File: config.mk
export PLATFORM = sky130hd
export DESIGN_NAME = rbm_merge
export DESIGN_NICKNAME = d
export VERILOG_FILES = /design/src/hw/rtl/rbm_pkg.sv /design/src/hw/rtl/rbm_merge.sv
export SDC_FILE = /design/constraint.sdc
export NUM_CORES = 2
export LEC_CHECK = 0
export BUFFER_PORTS_ARGS = -buffer_cell sky130_fd_sc_hd__buf_2
export CAP_MARGIN = 5
export CORE_AREA = 2 2 571 573
export DETAILED_ROUTE_END_ITERATION = 8
export DIE_AREA = 0 0 573 575
export PLACE_DENSITY = 0.51
export SLEW_MARGIN = 20
export SYNTH_ARGS = -nofsm -noshare
export SYNTH_HDL_FRONTEND = slang
export SYNTH_SLANG_ARGS = --single-unit
File: constraint.sdc
create_clock -name clk -period 5 [get_ports clk]
set_input_delay 0.5 -clock clk [delete_from_list [all_inputs] [get_ports clk]]
set_output_delay 0.5 -clock clk [all_outputs]
set_load 0.03 [all_outputs]
File: src/hw/rtl/rbm_pkg.sv
package rbm_pkg;

    localparam int MAX_VISIBLE = 64;
    localparam int MAX_HIDDEN  = 64;
    localparam int WEIGHT_BITS = 16;

    // width of the count registers and of the row counters
    localparam int COUNT_W = 7;
    localparam int VEC_W   = 64;

    // request kinds carried in tuser
    localparam logic REQ_WRITE = 1'b0;
    localparam logic REQ_RUN   = 1'b1;

    typedef struct packed {
        logic rd_en;
        logic acc_clr;
        logic acc_en;
    } lane_ctl_t;

endpackage

File: src/hw/rtl/rbm_merge.sv
module rbm_merge #(
    parameter int LANES = rbm_pkg::MAX_HIDDEN,
    parameter int ACC_W = 23
) (
    input  logic                    clk,
    input  logic                    rst_n,
    input  logic                    in_valid,
    input  logic signed [ACC_W-1:0] terms [LANES],
    output logic                    sum_valid,
    output logic                    sum_negative
);

    localparam int LEVELS = $clog2(LANES);
    localparam int LEAVES = 1 << LEVELS;

    logic signed [ACC_W-1:0] leaf [LEAVES];
    logic signed [ACC_W-1:0] node_reg [LEAVES-1];
    logic [LEVELS-1:0]       valid_reg;

    genvar k;
    generate
        for (k = 0; k < LEAVES; k++)
        begin : g_leaf
            if (k < LANES)
            begin : g_used
                assign leaf[k] = terms[k];
            end
            else
            begin : g_pad
                assign leaf[k] = '0;
            end
        end
        // heap order: children of node k are 2k+1 and 2k+2, leaves follow the nodes
        for (k = 0; k < LEAVES - 1; k++)
        begin : g_node
            if (2 * k + 1 >= LEAVES - 1)
            begin : g_bottom
                always_ff @(posedge clk)
                begin
                    node_reg[k] <= leaf[2 * k + 1 - (LEAVES - 1)]
                                 + leaf[2 * k + 2 - (LEAVES - 1)];
                end
            end
            else
            begin : g_inner
                always_ff @(posedge clk)
                begin
                    node_reg[k] <= node_reg[2 * k + 1] + node_reg[2 * k + 2];
                end
            end
        end
    endgenerate

    always_ff @(posedge clk or negedge rst_n)
    begin
        if (!rst_n)
        begin
            valid_reg <= '0;
        end
        else
        begin
            valid_reg <= LEVELS'({valid_reg, in_valid});
        end
    end

    assign sum_valid    = valid_reg[LEVELS-1];
    assign sum_negative = node_reg[0][ACC_W-1];

endmodule

Word level (Yosys, flattened, before mapping)
Memory sizes are Yosys's and may differ from the RTL's.
Cells that the tools add are included.
{"block": "word_totals", "ram_bits": 1449, "n_memories": 1, "out_inout_bits": 2, "input_bits": 1475, "mem_bits_ro": 0, "reg_bits": 6, "word_cells": 65, "latchBits": 0}
{"memory": "node_reg", "words": 63, "word_bits": 23, "read_ports": 63, "rd_clocked_by_memory_dff": 0, "wr": 63, "line": "rbm_merge.sv:17", "source": "logic signed [ACC_W-1:0] node_reg [LEAVES-1];"}
{"block": "classes", "n_mul": 0, "add_sub_neg": 63, "muxes": 0, "n_eq_ne": 0, "n_reduce_logical": 0, "n_div": 0, "shift": 0, "n_lt_le_gt_ge": 0, "bitwise_logic": 0}
{"op": "23-bit adder", "n": 63}

Depth between registers and ports, before layout
{"block": "logic_depth", "word_depth": 1, "ltp_mapped": 11, "ltp_nobuf": 11}

Worst setup path before layout
OpenSTA, ideal clock, no wires.
{"block": "synth_timing", "path_kind": "input-to-reg", "start": "input port terms[966] (netlist name)", "end": "memory node_reg[41][20], in the netlist node_reg[1][227]", "n_path_buf": 0, "path_stages": 11, "setup_time_ns": 0.122, "required_time_ns": 4.878, "setup_slack_ns": 2.330, "arrival_ns": 2.548, "cell_sequence": "ha_1 -> inv_1 -> fa_1 -> nor2b_1 -> o31a_1 -> a41oi_1 -> o21ai_1 -> a31oi_1 -> o21ai_1 -> nor3_1 -> a311o_1"}
{"item": "start, declared", "line": "rbm_merge.sv:8", "source": "input logic signed [ACC_W-1:0] terms [LANES],"}
{"item": "end, declared", "line": "rbm_merge.sv:17"}

==> summary.txt <==
number of enable-type register cells in the synthesized netlist = 0
Reg2Reg Depth = 11
sum of net half-perimeters after detailed placement = 289.3 mm
endpoint of the most critical register-to-register path = node_reg[0][616]
netlist area before placement = 92,360 um^2
FP Rows = 209
routed length per instance = 20.47 um
clock tree from TritonCTS = built
PostCTS Resize Cnt = 0
Die ar. = 329,500 um^2
max-slew violation count = 0
cell chain of the critical path = dlygate4sd3_1 > buf_2 > ha_1 > inv_1 > fa_1 > nor2b_1 > o31a_1 > nor3_1 > o31ai_1 > a211oi_1 > o21ai_0 > a21oi_1 > xnor2_1 > dlygate4sd3_1
Internal Pwr Total = 40,480 uW
# placed instances = 15.95k
post-synthesis cell type with the largest combined area = sky130_fd_sc_hd__dfxtp_1
clock network fraction of total power = 20.0%
Hold Path Class = input pin to register
Combinational Power Share = 52.8%
Slew HR = 29.23%
number of buffer and inverter stages on the critical path = 4
leakage power = 0.05291 uW
1st-pass router iterations = 5
area of combinational cells with multiple inputs = 61,610 um^2
beginning of the critical path = terms[1219]
initial antenna violation count = 106
worst IR drop on VDD = 0.2984 mV
fillers = 33.79k
library cell with the highest instance count after synthesis = sky130_fd_sc_hd__dfxtp_1
I/O Pins = 1,477
area of placed instances = 104,900 um^2
Ys Warns = 0
Max clock buf depth = 4
switching part of the total = 41.89%
number of vias per cell after detailed routing = 4.867
switching power total = 29,180 uW
largest stage delay on the critical path = 0.69 ns
share of the yosys chip area belonging to registers = 31.09%
# Post-CTS Setup Buffers = 0
number of maximum-capacitance constraint violations = 0
Critical Path Sink Type = register
number of global-route vias before repair = 79.40k
top cell types by occurrence after synthesis = sky130_fd_sc_hd__dfxtp_1 (1,427), sky130_fd_sc_hd__ha_1 (1,385), sky130_fd_sc_hd__a21oi_1 (1,101), sky130_fd_sc_hd__xnor2_1 (833), sky130_fd_sc_hd__a21o_1 (646)
overflow left after global routing = 0
Critical Path Fanout Max = 4
largest net degree at the start of global routing = 14
achievable frequency = 288.4 MHz
Core ar. = 323,200 um^2
CP Data Arrival Time = 4.21 ns
layout-stage area growth over the synthesis result = 22.88%
count of distinct cell types in the synthesized netlist = 82
crit-path leading delay family = compound AO/OA/AOI/OAI gates
capture point of the worst path = node_reg[1][114]
status = complete, no violations
worst clock skew = 0.06344 ns
number of buffers added to fix hold violations after cts = 212
most numerous cell on the critical path = sky130_fd_sc_hd__dlygate4sd3_1
fraction of post-synthesis cell area in the top cell type by area = 30.93%
Non-Filler Instances = 16.55k
Required @ worst endpoint = 5.74 ns
flip-flop count of the largest register, all copies and words added = 1,427
reg2reg setup slack = 2.00 ns
relative contribution of sequential cells to total power = 27.2%
wire length of the first global-routing pass = 495.9 mm
H-tree lvl count = 4
mean instance size in the synthesized netlist = 9.031 um^2
CTS buffer count = 180
endpoints failing hold = 0
class of the most critical setup path = input pin to register
combined global-route utilization of all metal layers = 19.74%
setup repair after global routing missed its margin = false
Initial Utilization = 28.58%
transition time of the tightest slew-check pin = 1.062 ns
number of nets with antenna violations after routing = 0
register cell area after layout = 28,720 um^2
clock insertion delay at the later pin of the skew report = 0.85 ns
clock tree root buffer cell = sky130_fd_sc_hd__clkbuf_16
net count of the mapped netlist = 13.15k
summed area of non-filler cells in the final layout = 113,500 um^2
initial detailed-routing violation count = 4,695
Chip Width = 573 um
CTS sink count = 1,433
final critical delay including setup and external delays = 3.468 ns
clock slew at reported path FFs = 0.06 ns
most instantiated flip-flop cell in the synthesis netlist = sky130_fd_sc_hd__dfxtp_1
startpoint types = input pin
placer congestion estimate = 0.9342
Layout Nets = 14.94k
TNS Setup = 0 ns
cell count after synthesis = 10.23k
overall power after layout = 69,660 uW
pwr/cell area = 613.7 nW/um^2
fin crit share = 69.35%
Final setup violation count = 0
FFs w/ async S/R, synth = 0.4187%
share of post-route cells with drive strength above 1 = 15.10%
buffers added on ports = 1,476
vertical die dimension = 575 um
DRC errors left = 0
cell with the biggest individual delay on the critical path = sky130_fd_sc_hd__o31ai_1
number of gates on the worst path with buffers counted = 14
vias after detailed routing = 80.56k
total wire length = 338.8 mm
leading cell types by total area after synthesis = sky130_fd_sc_hd__dfxtp_1 (31%), sky130_fd_sc_hd__ha_1 (19%), sky130_fd_sc_hd__xnor2_1 (7.9%)
number of synthesized register bits = 1,433
launch instance of the worst register-to-register path = node_reg[1][483]
fin util = 35.12%
==> logic make-up (layout without fill, tap and decap cells) <==
kind of cell | count (synthesis) | in the layout | share of synthesized area, %
flip-flops | 1433 | 1433 | 31.09
multiplexers | 1 | 1 | 0.01084
AND/OR/NAND/NOR | 1976 | 1976 | 10.17
adder cells (fa/ha/maj) | 1447 | 1447 | 20.11
other | 0 | 61 | 0
XOR/XNOR | 1262 | 1262 | 11.97
buffers and inverters | 544 | 2482 | 2.211
AO/OA/AOI/OAI | 3565 | 3565 | 24.45
==> routing by layer <==
| layer | wire, um | up-vias | track usage [%] |
|---|---|---|---|
| li1 | - | 40860 | - |
| met1 | 153500 | 36940 | 25.60 |
| met3 | 17640 | 515 | 3.186 |
| met5 | 298 | - | 0 |
| met2 | 154200 | 2204 | 32.86 |
| met4 | 13190 | 46 | 7.174 |
==> stage by stage <==
| step | hold slack [ns] | setup WS, ns |
|---|---|---|
| after floorplan | 0.2044 | 2.330 |
| after global placement | 0.3296 | 1.419 |
| after detailed placement | 0.3339 | 1.427 |
| after CTS | 0.00008388 | 1.672 |
| after global routing | 0.03210 | 1.443 |
| final | 0.07058 | 1.532 |
==> power by group through the flow <==
stage	clock, uW	combinational [uW]	sequential (uW)
6_report	13900	36800	19000
5_1_grt	14800	41200	19400
4_1_cts	14400	37000	19200
3_5_place_dp	0	36500	19300
3_3_place_gp	0	36700	19400
2_1_floorplan	0	26800	17500
==> worst min path at each step <==
stage	startpoint	to	slack, ns	depth (start not counted)
final	terms[598]	node_reg[1][391]	0.07	2
after global placement	rst_n	valid_reg[5]	0.33	1
after detailed placement	rst_n	valid_reg[5]	0.33	1
after global routing	terms[1359]	node_reg[1][25]	0.03	3
after CTS	terms[231]	node_reg[1][576]	0.00008	4
after floorplan	rst_n	valid_reg[0]	0.20	0
==> final cells by class <==
| cell class | count | share of cell area (%) |
|---|---|---|
| inverter | 464 | 1.535 |
| clock buffer | 238 | 4.481 |
| timing repair buffer | 1692 | 8.405 |
| tap | 4325 | 4.768 |
| sequential | 1433 | 25.30 |
| clock inverter | 88 | 1.096 |
| multi-input combinational | 8251 | 54.28 |
| antenna | 61 | 0.1345 |
==> cell usage in the layout (no fill, tap or decap), drive strengths merged, types with 167 or more instances in the layout <==
master	netlist	routed
o21ai	719	719
inv	464	475
buf	1	1480
dlygate4sd3	0	212
nand3	190	190
a21o	646	646
xnor2	833	833
nor2	594	594
nand2	506	506
dfxtp	1427	1427
o21a	167	167
clkbuf	79	238
ha	1385	1385
a21oi	1101	1101
xor2	429	429
a211oi	169	169
No activity file was read; power rests on OpenSTA's default activity.
