`src/hw/rtl/rbm_pkg.sv`:
```
package rbm_pkg;

    localparam int MAX_VISIBLE = 64;
    localparam int MAX_HIDDEN  = 64;
    localparam int WEIGHT_BITS = 16;

    // width of the count registers and of the row counters
    localparam int COUNT_W = 7;
    localparam int VEC_W   = 64;

    // request kinds carried in tuser
    localparam logic REQ_WRITE = 1'b0;
    localparam logic REQ_RUN   = 1'b1;

    typedef struct packed {
        logic rd_en;
        logic acc_clr;
        logic acc_en;
    } lane_ctl_t;

endpackage

```
`src/hw/rtl/rbm_ram.sv`:
```
module rbm_ram #(
    parameter int WIDTH = 16,
    parameter int DEPTH = 64
) (
    input  logic                     clk,
    input  logic                     wr_en,
    input  logic [$clog2(DEPTH)-1:0] wr_addr,
    input  logic [WIDTH-1:0]         wr_data,
    input  logic                     rd_en,
    input  logic [$clog2(DEPTH)-1:0] rd_addr,
    output logic [WIDTH-1:0]         rd_data
);

    logic [WIDTH-1:0] mem [DEPTH];
    logic [WIDTH-1:0] rd_data_reg;

    always_ff @(posedge clk)
    begin
        if (wr_en)
        begin
            mem[wr_addr] <= wr_data;
        end
        if (rd_en)
        begin
            rd_data_reg <= mem[rd_addr];
        end
    end

    assign rd_data = rd_data_reg;

endmodule

```
`src/hw/rtl/rbm_lane.sv`:
```
module rbm_lane #(
    parameter int MAX_VISIBLE = rbm_pkg::MAX_VISIBLE,
    parameter int WEIGHT_BITS = rbm_pkg::WEIGHT_BITS,
    parameter int ACC_W       = 23
) (
    input  logic                           clk,
    input  logic                           rst_n,
    input  rbm_pkg::lane_ctl_t             ctl,
    input  logic                           wr_en,
    input  logic [$clog2(MAX_VISIBLE)-1:0] wr_addr,
    input  logic [WEIGHT_BITS-1:0]         wr_data,
    input  logic [$clog2(MAX_VISIBLE)-1:0] rd_addr,
    input  logic                           neg,
    input  logic                           zero,
    output logic signed [ACC_W-1:0]        term,
    output logic                           acc_negative
);

    logic [WEIGHT_BITS-1:0]  weight;
    logic signed [ACC_W-1:0] weight_ext;
    logic signed [ACC_W-1:0] acc_reg;
    logic signed [ACC_W-1:0] acc_next;

    rbm_ram #(
        .WIDTH (WEIGHT_BITS),
        .DEPTH (MAX_VISIBLE)
    ) u_ram (
        .clk     (clk),
        .wr_en   (wr_en),
        .wr_addr (wr_addr),
        .wr_data (wr_data),
        .rd_en   (ctl.rd_en),
        .rd_addr (rd_addr),
        .rd_data (weight)
    );

    assign weight_ext = ACC_W'(signed'(weight));

    always_comb
    begin
        if (zero)
        begin
            term = '0;
        end
        else if (neg)
        begin
            term = -weight_ext;
        end
        else
        begin
            term = weight_ext;
        end
    end

    always_comb
    begin
        acc_next = acc_reg;
        if (ctl.acc_clr)
        begin
            acc_next = '0;
        end
        else if (ctl.acc_en)
        begin
            acc_next = acc_reg + term;
        end
    end

    always_ff @(posedge clk or negedge rst_n)
    begin
        if (!rst_n)
        begin
            acc_reg <= '0;
        end
        else
        begin
            acc_reg <= acc_next;
        end
    end

    assign acc_negative = acc_reg[ACC_W-1];

endmodule

```
`config.mk`:
```
export PLATFORM = sky130hd
export DESIGN_NAME = rbm_lane
export DESIGN_NICKNAME = d
export VERILOG_FILES = /design/src/hw/rtl/rbm_pkg.sv /design/src/hw/rtl/rbm_ram.sv /design/src/hw/rtl/rbm_lane.sv
export SDC_FILE = /design/constraint.sdc
export NUM_CORES = 1
export LEC_CHECK = 0
export BUFFER_PORTS_ARGS = -buffer_cell sky130_fd_sc_hd__buf_2
export CAP_MARGIN = 10
export CORE_MARGIN = 4
export CORE_UTILIZATION = 51
export CTS_BUF_LIST = sky130_fd_sc_hd__clkbuf_4
export DETAILED_ROUTE_END_ITERATION = 8
export PLACE_DENSITY = 0.67
export SLEW_MARGIN = 25
export SYNTH_ARGS = -nofsm -noshare
export SYNTH_HDL_FRONTEND = slang
export SYNTH_HIERARCHICAL = 1
export SYNTH_SLANG_ARGS = --single-unit
```
`constraint.sdc`:
```
create_clock -name clk -period 5 [get_ports clk]
set_input_delay 0.5 -clock clk [delete_from_list [all_inputs] [get_ports clk]]
set_output_delay 0.5 -clock clk [all_outputs]
set_load 0.1 [all_outputs]
```
# --- Word level (Yosys, flattened, before mapping) ---
# Memory sizes are Yosys's and may differ from the RTL's. A register that Yosys moved wholly into a read port is not among the register bits.
# Index checks and enable logic that the tools add are counted.
totals:
  register_bits: 23
  mem_bits_rw: 1024
  input_bits: 36
  output_inout_bits: 24
  n_memories: 1
op_classes:
  n_addsub: 2
  mux: 6
  reduce_logical: 1
mem_list:
  columns: ["memory", "words", "width", "rd", "rd_ports_with_merged_regs", "write_ports", "line_no", "source"]
  rows:
  - ["u_ram.mem", 64, 16, 1, 1, 1, "rbm_ram.sv:14", "logic [WIDTH-1:0] mem [DEPTH];"]
op_table:
  columns: ["op", "count"]
  rows:
  - ["$mux W23", 4]
  - ["$add A23 B23 Y23", 1]
  - ["$neg A16 Y23", 1]
  - ["$mux W1", 2]
  - ["$reduce_bool A2 Y1", 1]

# --- Depth between registers and ports, before layout ---
# Gate-level depths: netlist of run 1.
logic_depth:
  depth_word: 6
  ltp_mapped: 16
  depth_no_buf: 14

# --- Hierarchy ---
# The synthesis of run 1 kept the hierarchy.
by_module_without_submodules:
  columns: ["module", "n_inst", "cells_each", "area_each_um2"]
  rows:
  - ["rbm_ram", 1, 1829, 40202.3]
  - ["rbm_lane", 1, 339, 2681.3]

# --- Worst setup path before layout of run 1 ---
# No wires, ideal clock.
synth_path:
  path_type: "register -> register"
  start: "register u_ram.rd_data_reg[4] (netlist: u_ram/rd_data[4]), read port of u_ram.mem"
  end: "register acc_reg[20]"
  arrival_time_ns: 5.067
  t_required_ns: 4.913
  setup_slack_ns: -0.153
  path_stages_with_launch: 13
  n_path_buf: 0
  path_cell_list: "edfxtp_1 -> or4_4 -> or3_2 -> o21ai_0 -> xor2_1 -> nor2_1 -> ha_1 -> and3_1 -> a221o_1 -> a41oi_1 -> o21ai_0 -> a311o_1 -> o211ai_1"
synth_via:
  elab_chain_len: 6
synth_rtl:
  columns: ["element", "line_no", "source"]
  rows:
  - ["start, declared", "rbm_ram.sv:15", "logic [WIDTH-1:0] rd_data_reg;"]
  - ["$neg A16 Y23", "rbm_lane.sv:47", "term = -weight_ext;"]
  - ["$mux W23", "rbm_lane.sv:45", "else if (neg)"]
  - ["$mux W23", "rbm_lane.sv:41", "if (zero)"]
  - ["net term[9]", "rbm_lane.sv:15", "output logic signed [ACC_W-1:0] term,"]
  - ["$add A23 B23 Y23", "rbm_lane.sv:64", "acc_next = acc_reg + term;"]
  - ["$mux W23", "rbm_lane.sv:62", "else if (ctl.acc_en)"]
  - ["$mux W23", "rbm_lane.sv:58", "if (ctl.acc_clr)"]
  - ["end signal, assigned", "rbm_lane.sv:76", "acc_reg <= acc_next;"]
  - ["end, declared", "rbm_lane.sv:21", "logic signed [ACC_W-1:0] acc_reg;"]
# The timed path passes the listed nets, and every way through them passes these cells. The select of a mux whose other input is x is not followed.
# A chain may end at the register's enable or synchronous reset.

# --- Worst setup path after layout of run 1 ---
layout_path:
  start: "register u_ram.rd_data_reg[4] (netlist: u_ram/rd_data[4]), read port of u_ram.mem"
  end: "register acc_reg[20]"
layout_via:
  elab_chain_len: 6
layout_rtl:
  columns: ["element", "line_no"]
  rows:
  - ["$neg A16 Y23", "rbm_lane.sv:47"]
  - ["$mux W23 (*)", "rbm_lane.sv:45"]
  - ["$mux W23 (*)", "rbm_lane.sv:41"]
  - ["$add A23 B23 Y23 (*)", "rbm_lane.sv:64"]
  - ["$mux W23 (*)", "rbm_lane.sv:62"]
  - ["$mux W23 (*)", "rbm_lane.sv:58"]
# Mark *: on every way between the ends. The rest lies on a longest branch, timed or not. The select of a mux whose other input is x is not followed.

==> results.py, run 1 <==
metrics = {
    "critical_path": {
        "cp_slowest_cell": "or4_4",
        "required_ns": 5.95,
        "crit_type": "reg2reg",
        "startpoint_type": "flip-flop",
        "path_cells": "or4_4 -> or3_2 -> o21ai_0 -> xor2_1 -> nor2_2 -> ha_1 -> and3_1 -> a221o_1 -> a41oi_1 -> buf_4 -> o21ai_0 -> a311o_1 -> o211ai_1",
        "crit_top_cell": "o21ai_0",
        "slowest_delay_ns": 0.56,
        "crit_path_end_kind": "flip-flop",
        "crit_fanout": 5,
        "cp.arrival_ns": 5.24,
        "r2r_slack_ns": 0.71,
        "reg2regPathDepth": 13,
    },
    "timing": {
        "period_share_pct": 85.9,
        "hold_viol_final": 0,
        "tns_ns": 0,
        "setup_viol": 0,
        "rsz0062_at_grt": "false",
        "worst_slew_pin_slew_ns": 1.06,
        "max_slew_margin_pct": 29.5,
        "drv_slew": 0,
        "max_freq_mhz": 233,
        "worst_clock_skew_ns": 0.0916,
        "min_period_ns": 4.29,
    },
    "die": {
        "coreArea_mm2": 0.0836,
        "die_w_um": 298,
        "num_rows": 106,
        "io-pin-count": 60,
        "die_area_mm2": 0.0888,
        "die_h_um": 298,
        "start_util_pct": 51.3,
    },
    "final_layout": {
        "multi_input_area_mm2": 0.0103,
        "seq_area_mm2": 0.0318,
        "nNetsFinal": 2567,
        "final_util_pct": 57.6,
        "largest_reg_flops": 1024,
        "areaGrowthSynthToFinish_pct": 12.2,
        "drive_gt1_share_pct": 31.6,
        "fillers": 6306,
    },
    "synthesis": {
        "synth.top_cell.area_share_pct": 72.8,
        "syn_inst": 2168,
        "synth_warnings": 6,
        "ys_seq_area_share_pct": 74.2,
        "syn-num-nets": 2228,
        "yosys_register_bits": 1063,
        "synth_area_mm2": 0.0429,
        "synth_cell_types": 75,
        "syn_avg_cell_area_um2": 19.8,
        "synth_edf_count": 1040,
        "async_flop_share_pct": 2.16,
        "synth_area_leader_cell": "edfxtp_1",
        "synth_area_leaders": "edfxtp_1, mux4_2, mux2i_1, dfrtp_1, nor2_1",
        "ys.flop_type": "edfxtp_1",
    },
    "pwr": {
        "p_leak_nw": 16.1,
        "ir_drop_mv": 0.260,
        "powerDensity_mw_per_mm2": 383,
    },
    "route": {
        "firstDrtPassIters": 5,
        "drcViolationCount": 0,
        "postRouteAntennaNets": 0,
        "via_count": 22834,
        "dr.first_iter.drc_count": 1994,
        "drt_wl_total_um": 101000,
        "wl_per_cell_um": 26.7,
        "vias_per_cell": 6.07,
    },
    "clock_tree": {
        "numClockSinks": 1063,
        "cts.clk_slew.worst_paths_ns": 0.07,
        "cts_root_buf": "clkbuf_4",
        "postCtsSetupRepairBufs": 0,
        "holdBufCountCts": 17,
        "cts_tree": "built",
        "ctsResizeCount": 0,
        "h-tree-depth": 5,
        "cts.path.max_buffers": 4,
        "clk_latency_ns": 1.12,
        "cts_buffers": 286,
    },
    "min_path": {
        "hold_path_depth": 2,
        "hp-class": "in2reg",
    },
    "job": {
        "cap_violations": 0,
    },
    "global_routing": {
        "grt_max_degree": 106,
        "grt_usage_pct": 22.9,
        "grt_pass1_vias": 23735,
        "grt_pass1_wl_um": 150000,
        "antenna_found_initial": 3,
        "grt_overflow": 0,
    },
    "place": {
        "place_congestion": 0.871,
        "portBuffers": 59,
        "dp_hpwl_um": 58200,
    },
    "outcome": {
        "outcome": "finished clean",
    },
}
## per-layer routing
layer	global-route usage, %	vias up	share of wire (%)
li1	-	9848	-
met1	30.1	11850	40
met2	38.1	968	51
met3	5.36	168	7.1
met4	7.57	0	2.1
met5	0	-	0
## critical path: cells and delay by family, from the launching register on
kind                       cells  cell delay (ns)
DFF                            1             0.44
AOI/OAI and AO/OA              6             1.63
buffers and inverters          1             0.19
and+or+nand+nor                4             1.36
xor gates and xnor gates       1             0.20
adders and majority gates      1             0.36
## cells in the mapped netlist (8+ instances only)
cell type / count
edfxtp_1: 1040
mux4_2: 220
nor2_1: 110
mux2i_1: 92
nand2_1: 87
a22oi_1: 40
a21oi_1: 37
clkbuf_1: 37
buf_2: 36
nor2b_1: 35
nand3_1: 34
mux2_2: 28
dfrtp_1: 23
ha_1: 23
o21ai_0: 23
buf_6: 18
a221oi_1: 16
nand4_1: 16
a211oi_1: 14
a21o_1: 13
buf_4: 13
xor2_1: 13
a31oi_1: 10
or3_1: 10
a211o_1: 8
a221o_1: 8
a311oi_1: 8
## logic make-up after synthesis
family / Yosys count / synth area share (%)
xor+xnor: 20 / 0.408
simple gates: 349 / 4.00
flops: 1063 / 74.2
buf+inv: 129 / 1.95
mux: 344 / 14.7
compound gates: 239 / 4.08
fa+ha+maj: 24 / 0.718
## final cells by class
cell class / instances / area share (%)
flip-flops and latches: 1063 / 66.1
multi-input cells: 976 / 21.4
clock buffers: 396 / 6.18
well taps: 1080 / 2.81
repair buffers: 173 / 2.70
clock inverters: 64 / 0.790
inverters: 7 / 0.0546
diodes: 5 / 0.0260
## placed cells by master (no fill, tap or decap), types with 13 or more instances in the layout
master	synthesis	layout
nand4_1	16	16
nor2b_1	35	35
a221oi_1	16	16
nand2_1	87	87
buf_2	36	55
dlygate4sd3_1	0	16
o21ai_0	23	23
xor2_1	13	13
nand3_1	34	34
ha_1	23	23
mux2i_1	92	92
a22oi_1	40	40
a21oi_1	37	37
mux2_2	28	28
clkinv_1	0	46
a211oi_1	14	14
clkbuf_4	1	396
dfrtp_1	23	23
buf_4	13	93
edfxtp_1	1040	1040
mux4_2	220	220
nor2_1	110	102
a21o_1	13	13
## worst paths after layout
| path | startpoint | to |
|---|---|---|
| max | u_ram/rd_data[4] | acc_reg[20] |
| min | wr_data[10] | u_ram/mem[28][10] |
| max reg2reg | u_ram/rd_data[4] | acc_reg[20] |
| min reg2reg | acc_reg[21] | acc_reg[21] |
| max in group asynchronous | rst_n | acc_reg[3] |
| min in group asynchronous | rst_n | acc_reg[15] |
## stage by stage
step	power (mW)	hold slack (ns)	setup WS (ns)	std cells	cell area (um2)
after floorplan	11.0	0.204	0.152	2168	42900
after global placement	11.4	0.493	0.854	3281	44600
after detailed placement	11.4	0.492	0.772	3281	44600
after CTS	18.7	0.00467	0.590	3758	48100
after global routing	19.3	-0.00563	0.482	3763	48100
final	18.4	0.0474	0.705	3764	48100
## report_power, final
group	switching, mW	internal [mW]
Combinational	0.899	0.437
Clock	3.30	3.88
Sequential	0.0406	9.88
Total	4.24	14.2
Note: power is estimated with default switching activity, not from simulation.
==> inputs of run 2 (changes only) <==
--- a/config.mk
+++ b/config.mk
@@ -12,7 +12,7 @@
 export CTS_BUF_LIST = sky130_fd_sc_hd__clkbuf_4
 export DETAILED_ROUTE_END_ITERATION = 8
 export PLACE_DENSITY = 0.67
-export SLEW_MARGIN = 25
+export RECOVER_POWER = 50
 export SYNTH_ARGS = -nofsm -noshare
 export SYNTH_HDL_FRONTEND = slang
 export SYNTH_HIERARCHICAL = 1
==> results.py, run 2 (synthesized netlist as in run 1, its figures left out) <==
metrics = {
    "outcome": {
        "outcome": "finished with violations",
        "failed_checks": "capacitance limit, slew limit",
    },
    "critical_path": {
        "crit_fanout": 5,
        "startpoint_type": "flip-flop",
        "required_ns": 5.92,
        "crit_type": "reg2reg",
        "cp.arrival_ns": 5.20,
        "path_cells": "or4_4 -> or3_2 -> o21ai_0 -> xor2_1 -> nor2_2 -> ha_1 -> and3_1 -> a221o_1 -> a41oi_1 -> buf_4 -> xnor2_1 -> mux2i_1 -> nor2_1 -> dlygate4sd3_1",
        "cp_slowest_cell": "or4_4",
        "crit_path_end_kind": "flip-flop",
        "slowest_delay_ns": 0.57,
    },
    "route": {
        "drt_wl_total_um": 100000,
        "postRouteAntennaNets": 0,
        "vias_per_cell": 6.08,
        "firstDrtPassIters": 5,
        "drcViolationCount": 0,
        "wl_per_cell_um": 26.9,
        "dr.first_iter.drc_count": 2069,
        "via_count": 22679,
    },
    "place": {
        "place_ws_ns": 0.784,
        "dp_hpwl_um": 58300,
        "portBuffers": 59,
        "dp_cells": 3281,
        "place_congestion": 0.871,
    },
    "pwr": {
        "ir_drop_mv": 0.287,
        "power_mw": 18.2,
        "p_leak_nw": 15.8,
        "powerDensity_mw_per_mm2": 381,
    },
    "timing": {
        "whs_ns": 0.191,
        "worst_slew_pin_slew_ns": 3.61,
        "hold_viol_final": 0,
        "setup_viol": 0,
        "max_slew_margin_pct": -141,
        "min_period_ns": 4.28,
        "rsz0062_at_grt": "false",
        "period_share_pct": 85.5,
        "worst_clock_skew_ns": 0.102,
        "finalWorstSetupSlack_ns": 0.724,
        "drv_slew": 1025,
        "tns_ns": 0,
        "max_freq_mhz": 234,
    },
    "clock_tree": {
        "ctsResizeCount": 0,
        "cts.clk_slew.worst_paths_ns": 0.06,
        "holdBufCountCts": 16,
        "numClockSinks": 1063,
        "h-tree-depth": 5,
        "cts_tree": "built",
        "cts_buffers": 283,
        "cts_root_buf": "clkbuf_4",
        "postCtsSetupRepairBufs": 0,
        "clk_latency_ns": 1.13,
        "cts.path.max_buffers": 4,
    },
    "job": {
        "cap_violations": 16,
    },
    "min_path": {
        "hp-class": "in2reg",
    },
    "die": {
        "start_util_pct": 51.3,
        "die_h_um": 298,
        "die_w_um": 298,
        "die_area_mm2": 0.0888,
        "coreArea_mm2": 0.0836,
        "num_rows": 106,
        "io-pin-count": 60,
    },
    "final_layout": {
        "largest_reg_flops": 1024,
        "fillers": 6319,
        "drive_gt1_share_pct": 30.0,
        "fin_cells": 3731,
        "final_common_cell": "edfxtp_1",
        "areaGrowthSynthToFinish_pct": 11.5,
        "final_cell_mix": "edfxtp_1, clkbuf_4, mux4_2",
        "nNetsFinal": 2564,
    },
    "global_routing": {
        "grt_usage_pct": 22.8,
        "grt_max_degree": 106,
        "antenna_found_initial": 4,
        "grt_overflow": 0,
        "grt_pass1_vias": 23616,
        "grt_pass1_wl_um": 150000,
    },
}
run 2: layout make-up:
class / instances / area (um2) / share of cell area [%]
antenna: 7 / 17.5 / 0.0366
clock buffer: 373 / 2800 / 5.86
clock inverter: 52 / 355 / 0.743
inverter: 7 / 26.3 / 0.0549
multi-input combinational: 976 / 10300 / 21.5
sequential: 1063 / 31800 / 66.5
tap: 1080 / 1350 / 2.83
timing repair buffer: 173 / 1180 / 2.48
run 2: where the power goes:
group / internal [mW] / switching [mW]
clock network: 3.72 / 3.23
logic: 0.427 / 0.898
registers: 9.90 / 0.0408
total: 14.0 / 4.17
run 2: metrics by stage:
step / instance area, um2 / utilization (%)
floorplan: 42900 / -
global placement: 44600 / 53.3
detailed placement: 44600 / 53.3
CTS: 47900 / 57.3
global route: 47800 / 57.2
finish: 47800 / 57.2
run 2: worst paths after layout:
path                             startpoint                to  slack [ns]  cells after the start
max in group asynchronous             rst_n       acc_reg[17]        3.14                      4
min in group asynchronous             rst_n       acc_reg[11]        0.99                      4
setup / recovery           u_ram/rd_data[4]       acc_reg[10]        0.72                     14
hold / removal                   wr_addr[4]  u_ram/mem[51][8]        0.19                      3
setup reg to reg           u_ram/rd_data[4]       acc_reg[10]        0.72                     14
hold reg to reg                 acc_reg[17]       acc_reg[17]        0.51                      2
run 2: layer usage:
layer	GRT usage, %	wire (um)	vias to the layer above
li1	-	-	9807
met1	29.9	39600	11736
met3	6.02	7580	160
met4	7.85	2440	0
met2	37.4	50900	976
met5	0	0	-
run 2: critical path: cells and delay by family, from the launching register on:
family / cells / cell delay [ns]
AO/OA/AOI/OAI: 3 / 0.77
XOR/XNOR: 2 / 0.28
adder cells (fa/ha/maj): 1 / 0.36
buffers and inverters: 2 / 0.75
flip-flops: 1 / 0.45
multiplexers: 1 / 0.14
AND/OR/NAND/NOR: 5 / 1.42
